## src/hdl/b64e_pkg.sv

```systemverilog
`timescale 1ns / 1ps
package b64e_pkg;

  localparam int QDEPTH = 2;
  localparam int QPTR_W = (QDEPTH > 1) ? $clog2(QDEPTH) : 1;
  localparam int QCNT_W = $clog2(QDEPTH + 1);

  localparam int ADDR_W = 3;
  localparam logic [0:0] REG_CHAR_OFFSET = 1'b0;

  localparam logic [7:0] PAD_CHAR = 8'h3D;

  typedef enum logic [1:0] {PH_EMPTY, PH_ONE, PH_TWO} phase_t;
  typedef enum logic [1:0] {FILL_ONE, FILL_TWO, FILL_THREE} fill_t;
  typedef enum logic [1:0] {POS_FIRST, POS_SECOND, POS_THIRD, POS_FOURTH} pos_t;

  typedef struct packed {
    logic [23:0] word;
    fill_t       fill;
    logic        eom;
  } group_t;

  function automatic logic [7:0] sextet_char(input logic [5:0] six, input logic offset);
    logic [7:0] c;
    priority if (six < 6'd26) c = 8'd65 + {2'b00, six};
    else if (six < 6'd52) c = 8'd71 + {2'b00, six};
    else if (six < 6'd62) c = {2'b00, six} - 8'd4;
    else if (six == 6'd62) c = 8'd43;
    else c = 8'd47;
    return c + {7'b0, offset};
  endfunction

endpackage

```

## src/hdl/b64e_front.sv

```systemverilog
`timescale 1ns / 1ps
module b64e_front import b64e_pkg::*; (
  input  logic       clk,
  input  logic       rst,
  input  logic       in_valid,
  output logic       in_ready,
  input  logic [7:0] data_byte,
  input  logic       end_of_message,
  input  logic       q_full,
  output logic       push,
  output group_t     push_group
);

  phase_t      phase, phase_next;
  logic [15:0] held;
  logic        accept;

  assign in_ready = !q_full;
  assign accept   = in_valid && in_ready;

  always_comb begin
    phase_next = phase;
    if (accept) begin
      unique case (phase)
        PH_EMPTY: phase_next = end_of_message ? PH_EMPTY : PH_ONE;
        PH_ONE:   phase_next = end_of_message ? PH_EMPTY : PH_TWO;
        PH_TWO:   phase_next = PH_EMPTY;
        default:  phase_next = PH_EMPTY;
      endcase
    end
  end

  always_comb begin
    push            = 1'b0;
    push_group.eom  = end_of_message;
    push_group.word = {data_byte, 16'h0000};
    push_group.fill = FILL_ONE;
    unique case (phase)
      PH_ONE: begin
        push_group.word = {held[7:0], data_byte, 8'h00};
        push_group.fill = FILL_TWO;
        push            = accept && end_of_message;
      end
      PH_TWO: begin
        push_group.word = {held, data_byte};
        push_group.fill = FILL_THREE;
        push            = accept;
      end
      default: begin
        push = accept && end_of_message;
      end
    endcase
  end

  always_ff @(posedge clk) begin
    if (rst) begin
      phase <= PH_EMPTY;
    end else begin
      phase <= phase_next;
    end
  end

  // shift the new byte in; only the bytes counted by phase are ever used
  always_ff @(posedge clk) begin
    if (accept) begin
      held <= {held[7:0], data_byte};
    end
  end

endmodule

```

## src/hdl/b64e_queue.sv

```systemverilog
`timescale 1ns / 1ps
module b64e_queue import b64e_pkg::*; (
  input  logic   clk,
  input  logic   rst,
  input  logic   push,
  input  group_t push_group,
  output logic   full,
  input  logic   pop,
  output logic   head_valid,
  output group_t head
);

  group_t              entries [QDEPTH];
  logic [QPTR_W-1:0]   wr_ptr, rd_ptr;
  logic [QCNT_W-1:0]   count;

  assign full       = (count == QCNT_W'(QDEPTH));
  assign head_valid = (count != '0);
  assign head       = entries[rd_ptr];

  function automatic logic [QPTR_W-1:0] bump(input logic [QPTR_W-1:0] p);
    return (p == QPTR_W'(QDEPTH - 1)) ? '0 : p + 1'b1;
  endfunction

  always_ff @(posedge clk) begin
    if (rst) begin
      wr_ptr <= '0;
      rd_ptr <= '0;
      count  <= '0;
    end else begin
      if (push) wr_ptr <= bump(wr_ptr);
      if (pop)  rd_ptr <= bump(rd_ptr);
      if (push && !pop) count <= count + 1'b1;
      else if (pop && !push) count <= count - 1'b1;
    end
  end

  always_ff @(posedge clk) begin
    if (push) begin
      entries[wr_ptr] <= push_group;
    end
  end

endmodule

```

## src/hdl/b64e_back.sv

```systemverilog
`timescale 1ns / 1ps
module b64e_back import b64e_pkg::*; (
  input  logic       clk,
  input  logic       rst,
  input  logic       char_offset,
  input  logic       head_valid,
  input  group_t     head,
  output logic       pop,
  output logic       out_valid,
  input  logic       out_ready,
  output logic [7:0] out_char,
  output logic       last_of_group,
  output logic       last_of_message
);

  group_t     cur;
  logic       cur_valid;
  pos_t       pos, pos_next;
  logic       advance;
  logic       at_end;
  logic [5:0] six;
  logic       pad;
  logic [7:0] char_sel;

  assign advance = cur_valid && (!out_valid || out_ready);
  assign at_end  = (pos == POS_FOURTH);
  assign pop     = head_valid && (!cur_valid || (advance && at_end));

  always_comb begin
    pos_next = pos;
    if (advance) begin
      unique case (pos)
        POS_FIRST:  pos_next = POS_SECOND;
        POS_SECOND: pos_next = POS_THIRD;
        POS_THIRD:  pos_next = POS_FOURTH;
        POS_FOURTH: pos_next = POS_FIRST;
      endcase
    end
  end

  always_comb begin
    six = cur.word[23:18];
    pad = 1'b0;
    unique case (pos)
      POS_FIRST:  six = cur.word[23:18];
      POS_SECOND: six = cur.word[17:12];
      POS_THIRD: begin
        six = cur.word[11:6];
        pad = (cur.fill == FILL_ONE);
      end
      POS_FOURTH: begin
        six = cur.word[5:0];
        pad = (cur.fill != FILL_THREE);
      end
    endcase
    char_sel = pad ? PAD_CHAR : sextet_char(six, char_offset);
  end

  always_ff @(posedge clk) begin
    if (rst) begin
      pos       <= POS_FIRST;
      cur_valid <= 1'b0;
      out_valid <= 1'b0;
    end else begin
      pos <= pos_next;
      if (pop) cur_valid <= 1'b1;
      else if (advance && at_end) cur_valid <= 1'b0;
      if (advance) out_valid <= 1'b1;
      else if (out_ready) out_valid <= 1'b0;
    end
  end

  always_ff @(posedge clk) begin
    if (pop) begin
      cur <= head;
    end
    if (advance) begin
      out_char        <= char_sel;
      last_of_group   <= at_end;
      last_of_message <= at_end && cur.eom;
    end
  end

endmodule

```

## src/hdl/base64_stream_encoder.sv

```systemverilog
`timescale 1ns / 1ps
// Channel  Direction  Handshake            Payload
// in       sink       in_valid / in_ready  data_byte, end_of_message
// out      source     out_valid/out_ready  out_char, last_of_group, last_of_message
// cfg      APB slave  psel/penable/pready  paddr, pwrite, pwdata, prdata
//
// A byte is taken every cycle while the two-entry group queue has room.
// The character stage sends one character per cycle while out_ready holds and a group is
// queued, four per group, so the output side sets the sustained byte rate.
// The closing byte's group goes through the queue entry, cur and the output register in turn.
// Reset (synchronous) empties the open group, the queue, the output and char_offset.
// A stalled output holds its character; the front keeps filling the queue meanwhile.
module base64_stream_encoder import b64e_pkg::*; (
  input  logic              clk,
  input  logic              rst,
  input  logic              in_valid,
  output logic              in_ready,
  input  logic [7:0]        data_byte,
  input  logic              end_of_message,
  output logic              out_valid,
  input  logic              out_ready,
  output logic [7:0]        out_char,
  output logic              last_of_group,
  output logic              last_of_message,
  input  logic              psel,
  input  logic              penable,
  input  logic              pwrite,
  input  logic [ADDR_W-1:0] paddr,
  input  logic [31:0]       pwdata,
  output logic [31:0]       prdata,
  output logic              pready
);

  logic   char_offset;
  logic   push, q_full, pop, head_valid;
  group_t push_group, head;

  assign pready = 1'b1;
  assign prdata = (paddr[2] == REG_CHAR_OFFSET) ? {31'b0, char_offset} : 32'h0;

  always_ff @(posedge clk) begin
    if (rst) begin
      char_offset <= 1'b0;
    end else if (psel && penable && pwrite && pready && (paddr[2] == REG_CHAR_OFFSET)) begin
      char_offset <= pwdata[0];
    end
  end

  b64e_front u_front (
    .clk            (clk),
    .rst            (rst),
    .in_valid       (in_valid),
    .in_ready       (in_ready),
    .data_byte      (data_byte),
    .end_of_message (end_of_message),
    .q_full         (q_full),
    .push           (push),
    .push_group     (push_group)
  );

  b64e_queue u_queue (
    .clk        (clk),
    .rst        (rst),
    .push       (push),
    .push_group (push_group),
    .full       (q_full),
    .pop        (pop),
    .head_valid (head_valid),
    .head       (head)
  );

  b64e_back u_back (
    .clk             (clk),
    .rst             (rst),
    .char_offset     (char_offset),
    .head_valid      (head_valid),
    .head            (head),
    .pop             (pop),
    .out_valid       (out_valid),
    .out_ready       (out_ready),
    .out_char        (out_char),
    .last_of_group   (last_of_group),
    .last_of_message (last_of_message)
  );

endmodule

```

## config.mk

```make
export PLATFORM = sky130hd
export DESIGN_NAME = base64_stream_encoder
export DESIGN_NICKNAME = d
export VERILOG_FILES = /design/src/hdl/b64e_pkg.sv /design/src/hdl/b64e_front.sv /design/src/hdl/b64e_queue.sv /design/src/hdl/b64e_back.sv /design/src/hdl/base64_stream_encoder.sv
export SDC_FILE = /design/constraint.sdc
export NUM_CORES = 1
export LEC_CHECK = 0
export BUFFER_PORTS_ARGS = -buffer_cell sky130_fd_sc_hd__buf_2
export CORE_ASPECT_RATIO = 1.75
export CORE_MARGIN = 10
export CORE_UTILIZATION = 31
export CTS_CLUSTER_DIAMETER = 100
export CTS_CLUSTER_SIZE = 24
export DETAILED_ROUTE_END_ITERATION = 6
export PLACE_DENSITY = 0.54
export SLEW_MARGIN = 25
export SYNTH_ARGS = -nofsm -noshare
export SYNTH_HDL_FRONTEND = slang
export SYNTH_HIERARCHICAL = 1
export SYNTH_SLANG_ARGS = --single-unit
```

## constraint.sdc

```tcl
create_clock -name clk -period 4.2 [get_ports clk]
set_input_delay 0.84 -clock clk [delete_from_list [all_inputs] [get_ports clk]]
set_output_delay 0.84 -clock clk [all_outputs]
set_load 0.02 [all_outputs]
```

Word level (Yosys, flattened, before mapping) --
Memory sizes are Yosys's and may differ from the RTL's. A register that Yosys moved wholly into a read port is not among the register bits. Cells that the tools add are included.
Cells by class: add/subtract/negate cells 8, $lt $le $gt $ge 3, equality and inequality tests 8, muxes and demuxes 23, bitwise gates (word level) 1, reduce and logical (&&, ||, !) cells 25
Operator list (number):
- case mux 26 bit (2 select lines) | 1
- two-way mux 8 bit | 3
- case mux 6 bit (4 select lines) | 1
- adder 7 x 6 -> 8 bit, first input constant | 2
- < comparator 6 bit, second input constant | 2
- logical AND 1 bit | 11
- two-way mux 1 bit | 11
- adder 8 x 1 -> 8 bit | 1
- == test 2 bit, second input constant | 4
- case mux 2 bit (4 select lines) | 1
- nonzero test 2 bit | 4
- subtractor 6 x 3 -> 7 bit, second input constant | 1
- == test 6 bit, second input constant | 1
- zero test 2 bit | 3
- < comparator 6 x 5 -> 1 bit, second input constant | 1
- two-way mux 2 bit | 3
- zero test 1 bit | 5
- == test 2 x 1 -> 1 bit, second input constant | 2
- case mux 2 bit (2 select lines) | 1
- two-way mux 3 bit | 1
- adder 1 bit, second input constant | 2
- adder 2 x 1 -> 2 bit, second input constant | 1
- logical OR 1 bit | 2
- != test 2 bit, second input constant | 1
- 3 further kinds | 3
Storage, ports and cells: register bits after elaboration 37, bits in writable memories 54, input bits 51, output and inout bits 45, word-level logic and storage cells 81, memories 1
Memory list:
- u_queue.entries | words 2, width 27, read ports 1, clocked after Yosys merged registers in 1, wr ports 1, line b64e_queue.sv:13 | group_t entries [QDEPTH];

Longest topological paths before layout --
Gate-level depths: netlist of the first run.
depth after elaboration 9, depth in mapped cells 17, gate-level depth less buffers 16

Modules after synthesis --
Netlist of the first run, hierarchy kept.
Modules (own cells, without submodules):
- b64e_queue | times used 1, cells an instance 106, area an instance 2163.3 um^2, sequential area each 1721.7 um^2
- b64e_back | times used 1, cells an instance 172, area an instance 2132.0 um^2, sequential area each 1191.1 um^2
- b64e_front | times used 1, cells an instance 91, area an instance 1026.0 um^2, sequential area each 520.5 um^2
- base64_stream_encoder | times used 1, cells an instance 40, area an instance 309.0 um^2, sequential area each 20.0 um^2

Worst setup path before layout of the first run --
OpenSTA, ideal clock, no wires.
path kind input port to flip-flop, start in out_ready, end reg u_queue.count[1], arrival time 4.188 ns, required time 4.130 ns, path slack -0.057 ns, cell stages on the path 7, buffers on the path 0, cells stage by stage nand2b_1 > nand2_1 > a21boi_0 > inv_1 > ha_1 > or3_1 > a21oi_1
Between the ends: cells in the longest elaborated chain, start to end 8, elaborated cells on any way between the ends 10
Ends and longest elaborated chain:
- start: declaration | line base64_stream_encoder.sv:21 | input logic out_ready,
- logical OR 1 bit * | line b64e_back.sv:25 | assign advance = cur_valid && (!out_valid || out_ready);
- logical AND 1 bit * | line b64e_back.sv:25
- logical AND 1 bit * | line b64e_back.sv:27 | assign pop = head_valid && (!cur_valid || (advance && at_end));
- logical OR 1 bit * | line b64e_back.sv:27
- logical AND 1 bit * | line b64e_back.sv:27
- named net pop | line base64_stream_encoder.sv:35 | logic push, q_full, pop, head_valid;
- zero test 1 bit | line b64e_queue.sv:33 | if (push && !pop) count <= count + 1'b1;
- logical AND 1 bit | line b64e_queue.sv:33
- two-way mux 2 bit or nonzero test 2 bit (tied branches)
- end signal: assignment | line b64e_queue.sv:33
- end signal: assignment | line b64e_queue.sv:34 | else if (pop && !push) count <= count - 1'b1;
- end: declaration | line b64e_queue.sv:15 | logic [QCNT_W-1:0] count;
The timed path passes the listed nets; every way through them passes the cells marked *. A chain may end at the register's enable or synchronous reset.

Worst setup path in the final report of the first run --
start reg u_back.pos[0], end reg u_back.out_char[4], data pin
Between the ends: cells in the longest elaborated chain, start to end 8, elaborated cells on any way between the ends 18
Ends and longest elaborated chain:
- start: declaration | line b64e_back.sv:18 | pos_t pos, pos_next;
- start signal: assignment | line b64e_back.sv:65 | pos <= pos_next;
- branches (longest 8 deep; another with adder 8 x 1 -> 8 bit)
- end signal: assignment | line b64e_back.sv:78 | out_char <= char_sel;
- end: declaration | line b64e_back.sv:11 | output logic [7:0] out_char,
Parallel ways; which one is timed is not known.

==> impl_results.md, run 1 <==
- Status: finished clean
- Worst endpoint required time: 4.35 ns
- First-pass GRT wire length: 16.5 mm
- Yosys cell types: 58
- Pwr per Cell Area: 737 nW/um^2
- IO Count: 96
- Max incr delay on CP: 0.38 ns
- Synth Area in Compound Gates: 9.96%
- XOR/XNOR Fraction of Synth Area: 1.40%
- Average cell area after synthesis: 13.8 sq um
- Clock root cell: clkbuf_16
- Core Footprint: 18,000 sq um
- Startpoint types: flop
- Main combinational cell family by area after synthesis: compound AO/OA/AOI/OAI gates
- Fillers: 1,736
- Antenna-violating nets left: 0
- Initial antenna violation count: 0
- Die Span Y: 198 microns
- EDFF count, synth: 107
- Dpl cells: 665
- Area of the multi-input gates: 1890 sq um
- GRT Total Usage: 8.75%
- Worst-margin pin slew: 0.698 ns
- Unrepaired setup endpoints after global routing: no
- Clock buffer depth: 2
- Ys Warns: 6
- Synth area leader: edfxtp_1
- VDD IR max: 223 uV
- Worst skew pair latency: 0.40 ns
- Final #Nets: 518
- Area delta synth->final: 15.4%
- Slew Limit Fails: 0
- Top_reg_cell synth: edfxtp_1
- Period utilization: 90.1%
- H-Tree Depth: 4
- Fin cells: 696
- TritonCTS clock tree: yes
- Synth Register Bits: 119
- Post-synthesis mux area share: 6.11%
- Die ar.: 24,200 sq um
- # DRC: 0
- Final Hold Vio Count: 0
- Slew HR: 53.4%
- Hold buffers post-CTS: 0
- Worst Hold Class: reg2reg
- Die X: 122 microns
- Final setup fails: 0
- Dpl hpwl: 7.67 mm
- Critical path, cell by cell: inv_1, ha_1, buf_4, nor2b_1, a21oi_2, inv_1, ha_1, a211oi_1, nand2_2, a21oi_2, mux2i_1, ha_1, ha_1, nor3b_1, xor2_1, nand2_1
- Leak: 2.36 nW
- Fin Hold WS: 0.482 ns
- TritonCTS Buffers: 17
- Sink Count: 119
- Slowest cell on crit path: dfxtp_1
- Worst EP arrival: 3.94 ns
- CP most frequent cell: ha_1
- Max-cap violations: 0
- Vias: 3,137
- Placer Congestion: 0.825
- Post-Syn Area: 5630 sq um
- Max Fclk: 264 MHz
- CP max FO: 8
- Remaining Overflow, GRT: 0
- Final TNS setup: 0 ns
- Ranking of synthesized cells by area: edfxtp_1 57%, mux2_2 5.4%, buf_4 4.4%, dfxtp_1 4.3%, ha_1 3.8%
- Port buffer count: 30
- Simple-gate share of the synthesized area: 9.82%
- FFs w/ async S/R, synth: 0%
- Largest net degree at the start of global routing: 30
- Final WL: 10.3 mm
- Row cnt: 65
- Via/cell ratio: 4.51
- Layout cells sized above 1: 28.4%
- Register area share after synthesis: 61.3%
- Period minus WS final: 3.78 ns
- Initial Util: 31.3%
- Post-Synth Adder-Cell Area: 3.78%
- Register area: 3450 sq um
- Post-Syn Instances: 409
- Worst setup EP type: flop
- Share of the synthesized area in the top cell type: 57.1%
- Clock Pin Slew Worst Setup and Hold Paths: 0.06 ns
- ANT cells: 0
- DR pass1 iterations: 4
- Drt wl/cell: 14.8 microns
- Fin Clk Skew: 0.00598 ns
- Starting DRC count in detailed routing: 152
- Vias in the first global route: 3,327
- Crit Path Class: reg2reg
-- state kept, by name, indices dropped and copies added, names as in the netlist, 2 cells and up, named ones only --
| name | cells |
|---|---|
| u_back/out_char | 8 |
| u_queue/entries | 54 |
| u_back/cur | 27 |
| u_front/phase | 2 |
| u_queue/count | 2 |
| u_front/held | 16 |
| u_back/pos | 2 |
-- synthesized netlist by cell type, types with 6 or more instances --
cell / count
edfxtp_1: 107
nor2_1: 23
and2_2: 9
buf_2: 6
buf_6: 6
a22oi_1: 15
mux2_2: 27
inv_1: 19
dfxtp_1: 12
a21oi_1: 22
buf_4: 33
nand2_1: 12
ha_1: 17
o21ai_0: 6
nor2b_1: 13
-- path summary, 6_finish.rpt --
kind              slack [ns]                          endpoint                  startpoint  depth (start not counted)
setup / recovery        0.42  u_back/out_char[4]$_SDFFCE_PP1P_  u_back/pos[0]$_SDFFE_PP0P_                         16
hold / removal          0.48        u_front/held[12]$_DFFE_PP_   u_front/held[4]$_DFFE_PP_                          0
setup reg to reg        0.42  u_back/out_char[4]$_SDFFCE_PP1P_  u_back/pos[0]$_SDFFE_PP0P_                         16
hold reg to reg         0.48        u_front/held[12]$_DFFE_PP_   u_front/held[4]$_DFFE_PP_                          0
-- through the flow --
| stage | power, W | setup WS (ns) | area, sq um | utilization (%) |
|---|---|---|---|---|
| 2_1_floorplan | 0.00303 | 0.724 | 5740 | - |
| 3_3_place_gp | 0.00332 | 0.428 | 5900 | 32.8 |
| 6_report | 0.00479 | 0.416 | 6490 | 36.1 |
| 4_1_cts | 0.00482 | 0.311 | 6480 | 36.1 |
| 5_1_grt | 0.00505 | 0.0418 | 6490 | 36.1 |
| 3_5_place_dp | 0.00338 | 0.304 | 5900 | 32.8 |
-- layer usage --
metal | global-route usage [%] | share of wire, %
met5 | 0 | 0
met4 | 6.30 | 3.5
met3 | 2.51 | 6.6
met2 | 16.5 | 55
met1 | 7.45 | 34
-- worst max-delay path: cells and delay by family, from the launching register on --
| kind | cells | cell delay (ns) |
|---|---|---|
| buffers and inverters | 3 | 0.40 |
| multiplexers | 1 | 0.12 |
| flip-flops | 1 | 0.38 |
| XOR/XNOR | 1 | 0.14 |
| AO/OA/AOI/OAI | 3 | 0.90 |
| adder cells (fa/ha/maj) | 4 | 1.05 |
| AND/OR/NAND/NOR | 4 | 0.54 |
-- cell type report --
| cell class | count | area share, % |
|---|---|---|
| Clock buffer | 17 | 6.55 |
| Clock inverter | 14 | 2.47 |
| Inverter | 20 | 1.16 |
| Multi-Input combinational cell | 255 | 29.0 |
| Sequential cell | 119 | 53.2 |
| Tap cell | 234 | 4.51 |
| Timing Repair Buffer | 37 | 3.12 |
-- repair_timing --
item / in CTS / in global routing
buffers inserted: 0 / 0
resized for setup: 0 / 3
endpoints found under the hold margin: 0 / 0
setup endpoints to repair: 0 / 1
-- power breakdown --
| group | total [W] | internal, W | switching [W] |
|---|---|---|---|
| Clock | 0.00143 | 0.000921 | 0.000504 |
| Sequential | 0.00172 | 0.00164 | 0.0000821 |
| Combinational | 0.00164 | 0.000624 | 0.00101 |
-- cell families (layout without fill, tap and decap cells) --
| family | after synthesis | after routing |
|---|---|---|
| compound gates | 73 | 73 |
| xor+xnor | 9 | 9 |
| fa+ha+maj | 17 | 17 |
| buf+inv | 65 | 88 |
| flops | 119 | 119 |
| mux | 31 | 31 |
| other cells | 2 | 32 |
| simple gates | 93 | 93 |
-- cells in the final DEF (no fill, tap or decap), drive strengths merged, types with 3 or more instances in the layout --
cell / netlist / layout
and2: 11 / 11
bufinv: 0 / 3
conb: 2 / 32
nand2b: 6 / 6
dfxtp: 12 / 12
nand2: 13 / 13
clkinvlp: 0 / 4
clkinv: 0 / 7
xnor2: 4 / 4
a21oi: 27 / 27
a22oi: 18 / 18
mux2i: 4 / 4
edfxtp: 107 / 107
buf: 45 / 37
a31oi: 3 / 3
a222oi: 4 / 4
mux2: 27 / 27
o21ai: 7 / 7
and3: 5 / 5
nor3: 6 / 6
nand3: 3 / 3
nor2: 23 / 23
ha: 17 / 17
clkbuf: 0 / 17
nor2b: 13 / 13
xor2: 5 / 5
inv: 20 / 20
(Power assumes the default switching activity.)
==> run 2: changes to the inputs <==
Clock period 4.2 ns to 3.2 ns, I/O delays scaled along.
==> impl_results.md, run 2 (synthesis results as in run 1) <==
- Via/cell ratio: 4.48 (was 4.51)
- Period minus WS final: 3.23 ns (was 3.78 ns)
- Dpl hpwl: 7.85 mm (was 7.67 mm)
- Period utilization: 101% (was 90.1%)
- Largest regs: u_queue/entries (54), u_back/cur (27), u_front/held (16) (unchanged)
- Max-cap violations: 0 (unchanged)
- VDD IR max: 394 uV (was 223 uV)
- Final Hold Vio Count: 0 (unchanged)
- Final #Nets: 564 (was 518)
- Met1 track demand over resource: 7.82% (was 7.45%)
- Starting DRC count in detailed routing: 168 (was 152)
- Largest net degree at the start of global routing: 29 (was 30)
- Max incr delay on CP: 0.38 ns (about the same)
- TritonCTS Buffers: 17 (unchanged)
- IO Count: 96 (unchanged)
- Startpoint types: flop (unchanged)
- Worst-margin pin slew: 0.707 ns (was 0.698 ns)
- CP max FO: 5 (was 8)
- Worst skew pair latency: 0.40 ns (about the same)
- NetSw: 0.00242 W (was 0.00160 W)
- R2r setup slk: -0.03 ns (was 0.42 ns)
- Critical register-to-register path endpoint: u_back/out_char[7]$_SDFFCE_PP0P_ (was u_back/out_char[4]$_SDFFCE_PP1P_)
- Clock Pin Slew Worst Setup and Hold Paths: 0.05 ns (was 0.06 ns)
- Most frequent cells in the layout: 107 x edfxtp_1, 45 x buf_4, 32 x conb_1 (was 107 x edfxtp_1, 32 x conb_1, 30 x buf_2)
- Die X: 122 microns (unchanged)
- Pint: 0.00489 W (was 0.00319 W)
- Commonest non-fill, non-tap cell in the layout: edfxtp_1 (unchanged)
- Drt wl/cell: 14.8 microns (about the same)
- Fin Clk Skew: 0.00753 ns (was 0.00598 ns)
- Core Footprint: 18,000 sq um (unchanged)
- Slew Limit Fails: 0 (unchanged)
- Area delta synth->final: 26.2% (was 15.4%)
- Initial Util: 31.3% (unchanged)
- Worst Hold Class: in2reg (was reg2reg)
- Unrepaired setup endpoints after global routing: yes (was no)
- Die ar.: 24,200 sq um (unchanged)
- Port buffer count: 30 (unchanged)
- Layout cells sized above 1: 40.4% (was 28.4%)
- Global Route met3 Usage: 2.45% (was 2.51%)
- Leak: 2.62 nW (was 2.36 nW)
- First-pass GRT wire length: 17.0 mm (was 16.5 mm)
- Launching point of the worst reg2reg path: u_back/pos[1]$_SDFFE_PP0P_ (was u_back/pos[0]$_SDFFE_PP0P_)
- Post-placement setup slack: -0.115 ns (was 0.304 ns)
- Initial antenna violation count: 0 (unchanged)
- Slowest cell on crit path: dfxtp_4 (was dfxtp_1)
- Final worst slack: -0.0319 ns (was 0.416 ns)
- Clock power frac: 26.1% (was 29.8%)
- Worst EP arrival: 3.39 ns (was 3.94 ns)
- Critical path, cell by cell: inv_4, buf_4, ha_4, inv_6, mux2i_4, buf_6, inv_4, ha_4, a211oi_2, nand2_2, a21oi_4, mux2i_2, ha_2, o21ai_1, nor2_2, buf_4, a31oi_4, nor2_1 (was inv_1, ha_1, buf_4, nor2b_1, a21oi_2, inv_1, ha_1, a211oi_1, nand2_2, a21oi_2, mux2i_1, ha_1, ha_1, nor3b_1, xor2_1, nand2_1)
- Clock buffer depth: 2 (unchanged)
- ANT cells: 0 (unchanged)
- WP buf/inv: 6 (was 3)
- Sw Ratio: 33.1% (was 33.4%)
- Vias: 3,322 (was 3,137)
- Failing checks: setup timing
- Remaining Overflow, GRT: 0 (unchanged)
- Top reg by flops: u_queue/entries (unchanged)
- Power share of the combinational group: 42.9% (was 34.2%)
- Final WL: 11.0 mm (was 10.3 mm)
- Hold endpoint: u_front/held[0]$_DFFE_PP_ (was u_front/held[12]$_DFFE_PP_)
- Status: finished with violations (was finished clean)
- Die Span Y: 198 microns (unchanged)
- M2 GR Usage: 17.1% (was 16.5%)
- DR pass1 iterations: 4 (unchanged)
- Vias in the first global route: 3,422 (was 3,327)
- Clock root cell: clkbuf_16 (unchanged)
- GRT Total Usage: 9.08% (was 8.75%)
- H-Tree Depth: 4 (unchanged)
- Worst endpoint required time: 3.35 ns (was 4.35 ns)
- Crit Path Class: reg2reg (unchanged)
- Final setup fails: 4 (was 0)
- Worst path top cell family by delay: compound AO/OA/AOI/OAI gates (was adder cells)
- Antenna-violating nets left: 0 (unchanged)
- Worst setup EP type: flop (unchanged)
- WHS Path Cells: 1 (was 0)
- Pwr per Cell Area: 1030 nW/um^2 (was 737 nW/um^2)
- Placer Congestion: 0.847 (was 0.825)
- Row cnt: 65 (unchanged)
- Sink Count: 119 (unchanged)
- Slew HR: 52.9% (was 53.4%)
- Gr busiest metal: met2 (unchanged)
- Flop pwr share: 31.0% (was 36.0%)
- # DRC: 0 (unchanged)
- Max Fclk: 309 MHz (was 264 MHz)
- HP Start: data_byte[0] (was u_front/held[4]$_DFFE_PP_)
- Largest register FFs: 54 (unchanged)
- TritonCTS clock tree: yes (unchanged)
- Total Power: 0.00731 W (was 0.00479 W)
- Cells on worst reg2reg path: 18 (was 16)
run 2: cell types whose count changed in the layout (fill, tap and decap cells not counted), moves of 3 or more:
cell	change
ha_4	+6
o21ai_0	-3
buf_6	+8
inv_1	-4
buf_4	+38
ha_1	-7
run 2: per-layer routing:
metal  vias to the layer above  share of wire, %
li1                       1619                 -
met1                      1592                34
met2                        84                56
met3                        27               5.8
met4                         0               3.9
met5                         -                 0
run 2: final cells by class:
class	instances	area, sq um
multi-input cells	255	2100
clock inverters	11	158
fillers	1693	10900
inverters	20	85.1
well taps	234	293
flip-flops and latches	119	3460
clock buffers	19	433
repair buffers	83	578
run 2: what timing repair did:
| item | CTS | global route |
|---|---|---|
| setup endpoints to repair | 5 | 7 |
| pin swaps | 2 | 14 |
| resized for setup | 12 | 49 |
| hold buffers | 0 | 0 |
| buffers inserted | 1 | 12 |
| gates cloned | 0 | 0 |
run 2: how the worst max path moves through the flow:
stage | startpoint | to | depth (start not counted)
floorplan | u_back/pos[0]$_SDFFE_PP0P_ | u_back/out_char[4]$_SDFFCE_PP1P_ | 16
global placement | u_back/pos[1]$_SDFFE_PP0P_ | u_back/out_char[4]$_SDFFCE_PP1P_ | 16
detailed placement | u_back/pos[1]$_SDFFE_PP0P_ | u_back/out_char[6]$_SDFFCE_PP0P_ | 16
CTS | u_back/pos[1]$_SDFFE_PP0P_ | u_back/out_char[4]$_SDFFCE_PP1P_ | 16
global route | u_back/pos[1]$_SDFFE_PP0P_ | u_back/out_char[4]$_SDFFCE_PP1P_ | 17
finish | u_back/pos[1]$_SDFFE_PP0P_ | u_back/out_char[7]$_SDFFCE_PP0P_ | 18
run 2: power by group through the flow:
| stage | combinational (W) | sequential, W | clock (W) |
|---|---|---|---|
| 5_1_grt | 0.00340 | 0.00230 | 0.00201 |
| 6_report | 0.00314 | 0.00227 | 0.00190 |
| 3_5_place_dp | 0.00255 | 0.00229 | 0 |
| 4_1_cts | 0.00270 | 0.00226 | 0.00195 |
| 3_3_place_gp | 0.00251 | 0.00228 | 0 |
| 2_1_floorplan | 0.00164 | 0.00234 | 0 |
run 2: stage by stage:
step / utilization, % / cells / hold slack [ns] / instance area (sq um) / setup TNS, ns
2_1_floorplan: - / 439 / 0.452 / 5750 / 0
3_3_place_gp: 34.3 / 699 / 0.463 / 6160 / -0.240
3_5_place_dp: 34.3 / 699 / 0.472 / 6160 / -0.366
4_1_cts: 37.9 / 730 / 0.437 / 6810 / 0
5_1_grt: 39.5 / 741 / 0.441 / 7110 / -1.21
6_report: 39.5 / 741 / 0.455 / 7110 / -0.0886
==> run 3: changes to the inputs <==
Settings changed: CORE_MARGIN 10 to 2, RECOVER_POWER from default to 100.
==> impl_results.md, run 3 (synthesis results as in run 1) <==
- WP buf/inv: 3 (was 6)
- ANT cells: 0 (unchanged)
- # DRC: 0 (unchanged)
- Die X: 106 microns (was 122 microns)
- Hold buffers post-CTS: 0 (unchanged)
- Core Footprint: 17,900 sq um (was 18,000 sq um)
- Most frequent cells in the layout: 107 x edfxtp_1, 44 x buf_4, 32 x conb_1 (was 107 x edfxtp_1, 45 x buf_4, 32 x conb_1)
- Die Span Y: 182 microns (was 198 microns)
- Starting DRC count in detailed routing: 133 (was 168)
- Row cnt: 65 (unchanged)
- Largest regs: u_queue/entries (54), u_back/cur (27), u_front/held (16) (unchanged)
- Remaining Overflow, GRT: 0 (unchanged)
- Largest net degree at the start of global routing: 29 (unchanged)
- Final #Nets: 557 (was 564)
- Area delta synth->final: 23.4% (was 26.2%)
- Fin Clk Skew: 0.00906 ns (was 0.00753 ns)
- Largest register FFs: 54 (unchanged)
- H-Tree Depth: 4 (unchanged)
- Initial antenna violation count: 0 (unchanged)
- Hold endpoint: u_front/held[8]$_DFFE_PP_ (was u_front/held[0]$_DFFE_PP_)
- Clock Pin Slew Worst Setup and Hold Paths: 0.06 ns (was 0.05 ns)
- Antenna-violating nets left: 0 (unchanged)
- Critical path, cell by cell: inv_4, ha_4, a222oi_1, mux2i_4, ha_2, inv_2, nand4_1, a31o_4, o221ai_1, o22ai_2, buf_4, nor3_2, and3_1, o21ai_1 (was inv_4, buf_4, ha_4, inv_6, mux2i_4, buf_6, inv_4, ha_4, a211oi_2, nand2_2, a21oi_4, mux2i_2, ha_2, o21ai_1, nor2_2, buf_4, a31oi_4, nor2_1)
- Fin cells: 736 (was 741)
- Slowest cell on crit path: a222oi_1 (was dfxtp_4)
- Clock buffer depth: 2 (unchanged)
- TritonCTS clock tree: yes (unchanged)
- VDD IR max: 361 uV (was 394 uV)
- HP Start: u_front/held[0]$_DFFE_PP_ (was data_byte[0])
- Port buffer count: 30 (unchanged)
- Placer Congestion: 0.881 (was 0.847)
- Fin Hold WS: 0.487 ns (was 0.455 ns)
- Worst-margin pin slew: 0.702 ns (was 0.707 ns)
- Status: finished clean (was finished with violations)
- Drt wl/cell: 13.7 microns (was 14.8 microns)
- Final setup fails: 0 (was 4)
- Crit Path Class: reg2reg (unchanged)
- Top reg by flops: u_queue/entries (unchanged)
- Worst Hold Class: reg2reg (was in2reg)
- Unrepaired setup endpoints after global routing: yes (unchanged)
- Via/cell ratio: 4.43 (was 4.48)
- Max-cap violations: 0 (unchanged)
- Pwr per Cell Area: 1010 nW/um^2 (was 1030 nW/um^2)
- Worst skew pair latency: 0.41 ns (was 0.40 ns)
- IO Count: 96 (unchanged)
- Worst setup EP type: flop (unchanged)
- Final Hold Vio Count: 0 (unchanged)
- Period utilization: 97.9% (was 101%)
- Initial Util: 31.5% (was 31.3%)
- WHS Path Cells: 0 (was 1)
- First-pass GRT wire length: 16.3 mm (was 17.0 mm)
- Commonest non-fill, non-tap cell in the layout: edfxtp_1 (unchanged)
- Cells on worst reg2reg path: 14 (was 18)
- GRT Total Usage: 11.0% (was 9.08%)
- Max Fclk: 319 MHz (was 309 MHz)
- Layout cells sized above 1: 36.9% (was 40.4%)
- R2r setup slk: 0.07 ns (was -0.03 ns)
- Critical register-to-register path endpoint: u_back/out_char[5]$_SDFFCE_PP1P_ (was u_back/out_char[7]$_SDFFCE_PP0P_)
- Vias: 3,259 (was 3,322)
- Max incr delay on CP: 0.43 ns (was 0.38 ns)
- Launching point of the worst reg2reg path: u_back/pos[1]$_SDFFE_PP0P_ (unchanged)
- Startpoint types: flop (unchanged)
- Leak: 2.54 nW (was 2.62 nW)
- DR pass1 iterations: 4 (unchanged)
- Clock root cell: clkbuf_16 (unchanged)
- TritonCTS Buffers: 17 (unchanged)
- Worst EP arrival: 3.29 ns (was 3.39 ns)
- Final WL: 10.1 mm (was 11.0 mm)
- Dpl cells: 696 (was 699)
- Vias in the first global route: 3,352 (was 3,422)
- Slew HR: 53.2% (was 52.9%)
- Dpl hpwl: 7.33 mm (was 7.85 mm)
- Die ar.: 19,300 sq um (was 24,200 sq um)
- Worst endpoint required time: 3.35 ns (about the same)
- CP max FO: 6 (was 5)
- Period minus WS final: 3.13 ns (was 3.23 ns)
- Slew Limit Fails: 0 (unchanged)
- Worst path top cell family by delay: compound AO/OA/AOI/OAI gates (unchanged)
- Sink Count: 119 (unchanged)
-- run 3: cell types whose count changed in the layout (fill, tap and decap cells not counted), sizes merged --
cell,previous run,this run
clkinvlp,2,4
clkbuf,19,29
buf,83,66
bufinv,4,3
inv,20,21
-- run 3: worst register-to-register path, delay by kind of cell (launching register included) --
kind	cells	cell delay, ns
simple gates	3	0.51
buf+inv	3	0.30
mux	1	0.17
fa+ha+maj	2	0.40
flops	1	0.38
compound gates	5	1.12
-- run 3: repair_timing --
item,CTS,global route
setup buffers,0,8
pin swaps,4,19
setup endpoints to repair,6,7
resized for setup,6,38
-- run 3: cell type report --
class	count	area (sq um)
Inverter	20	80.1
Tap cell	234	293
Fill cell	1739	10900
Sequential cell	119	3460
Timing Repair Buffer	76	490
Multi-Input combinational cell	255	2040
Clock inverter	13	155
Clock buffer	19	433
-- run 3: metrics by stage --
step | setup TNS (ns) | area, sq um | setup slack (ns) | util [%] | total power, W
2_1_floorplan | 0 | 5750 | 0.00474 | - | 0.00398
3_3_place_gp | -0.272 | 6140 | -0.0996 | 34.3 | 0.00478
3_5_place_dp | -0.539 | 6140 | -0.155 | 34.3 | 0.00483
4_1_cts | 0 | 6740 | 0.00203 | 37.7 | 0.00675
5_1_grt | -0.611 | 6950 | -0.150 | 38.8 | 0.00746
6_report | 0 | 6950 | 0.0663 | 38.8 | 0.00704
-- run 3: per-layer routing --
metal / routed length, microns / global-route usage [%]
met5: 0 / 0
met4: 344 / 6.47
met3: 356 / 2.57
met2: 5840 / 21.4
met1: 3580 / 9.99
-- run 3: where the power goes --
group          switching [W]  total (W)  internal, W
Sequential          0.000113    0.00227      0.00216
Combinational        0.00155    0.00289      0.00134
Clock               0.000663    0.00188      0.00122
Total                0.00233    0.00704      0.00471
-- run 3: worst max path at each step --
stage,start,endpoint,slack [ns],cells after the start
finish,u_back/pos[1]$_SDFFE_PP0P_,u_back/out_char[5]$_SDFFCE_PP1P_,0.07,14
detailed placement,u_back/pos[0]$_SDFFE_PP0P_,u_back/out_char[6]$_SDFFCE_PP0P_,-0.16,15
floorplan,u_back/pos[0]$_SDFFE_PP0P_,u_back/out_char[4]$_SDFFCE_PP1P_,0.005,16
global route,u_back/pos[1]$_SDFFE_PP0P_,u_back/out_char[4]$_SDFFCE_PP1P_,-0.15,16
global placement,u_back/pos[0]$_SDFFE_PP0P_,u_back/out_char[5]$_SDFFCE_PP1P_,-0.1,15
CTS,u_back/pos[0]$_SDFFE_PP0P_,u_back/out_char[6]$_SDFFCE_PP0P_,0.002,14
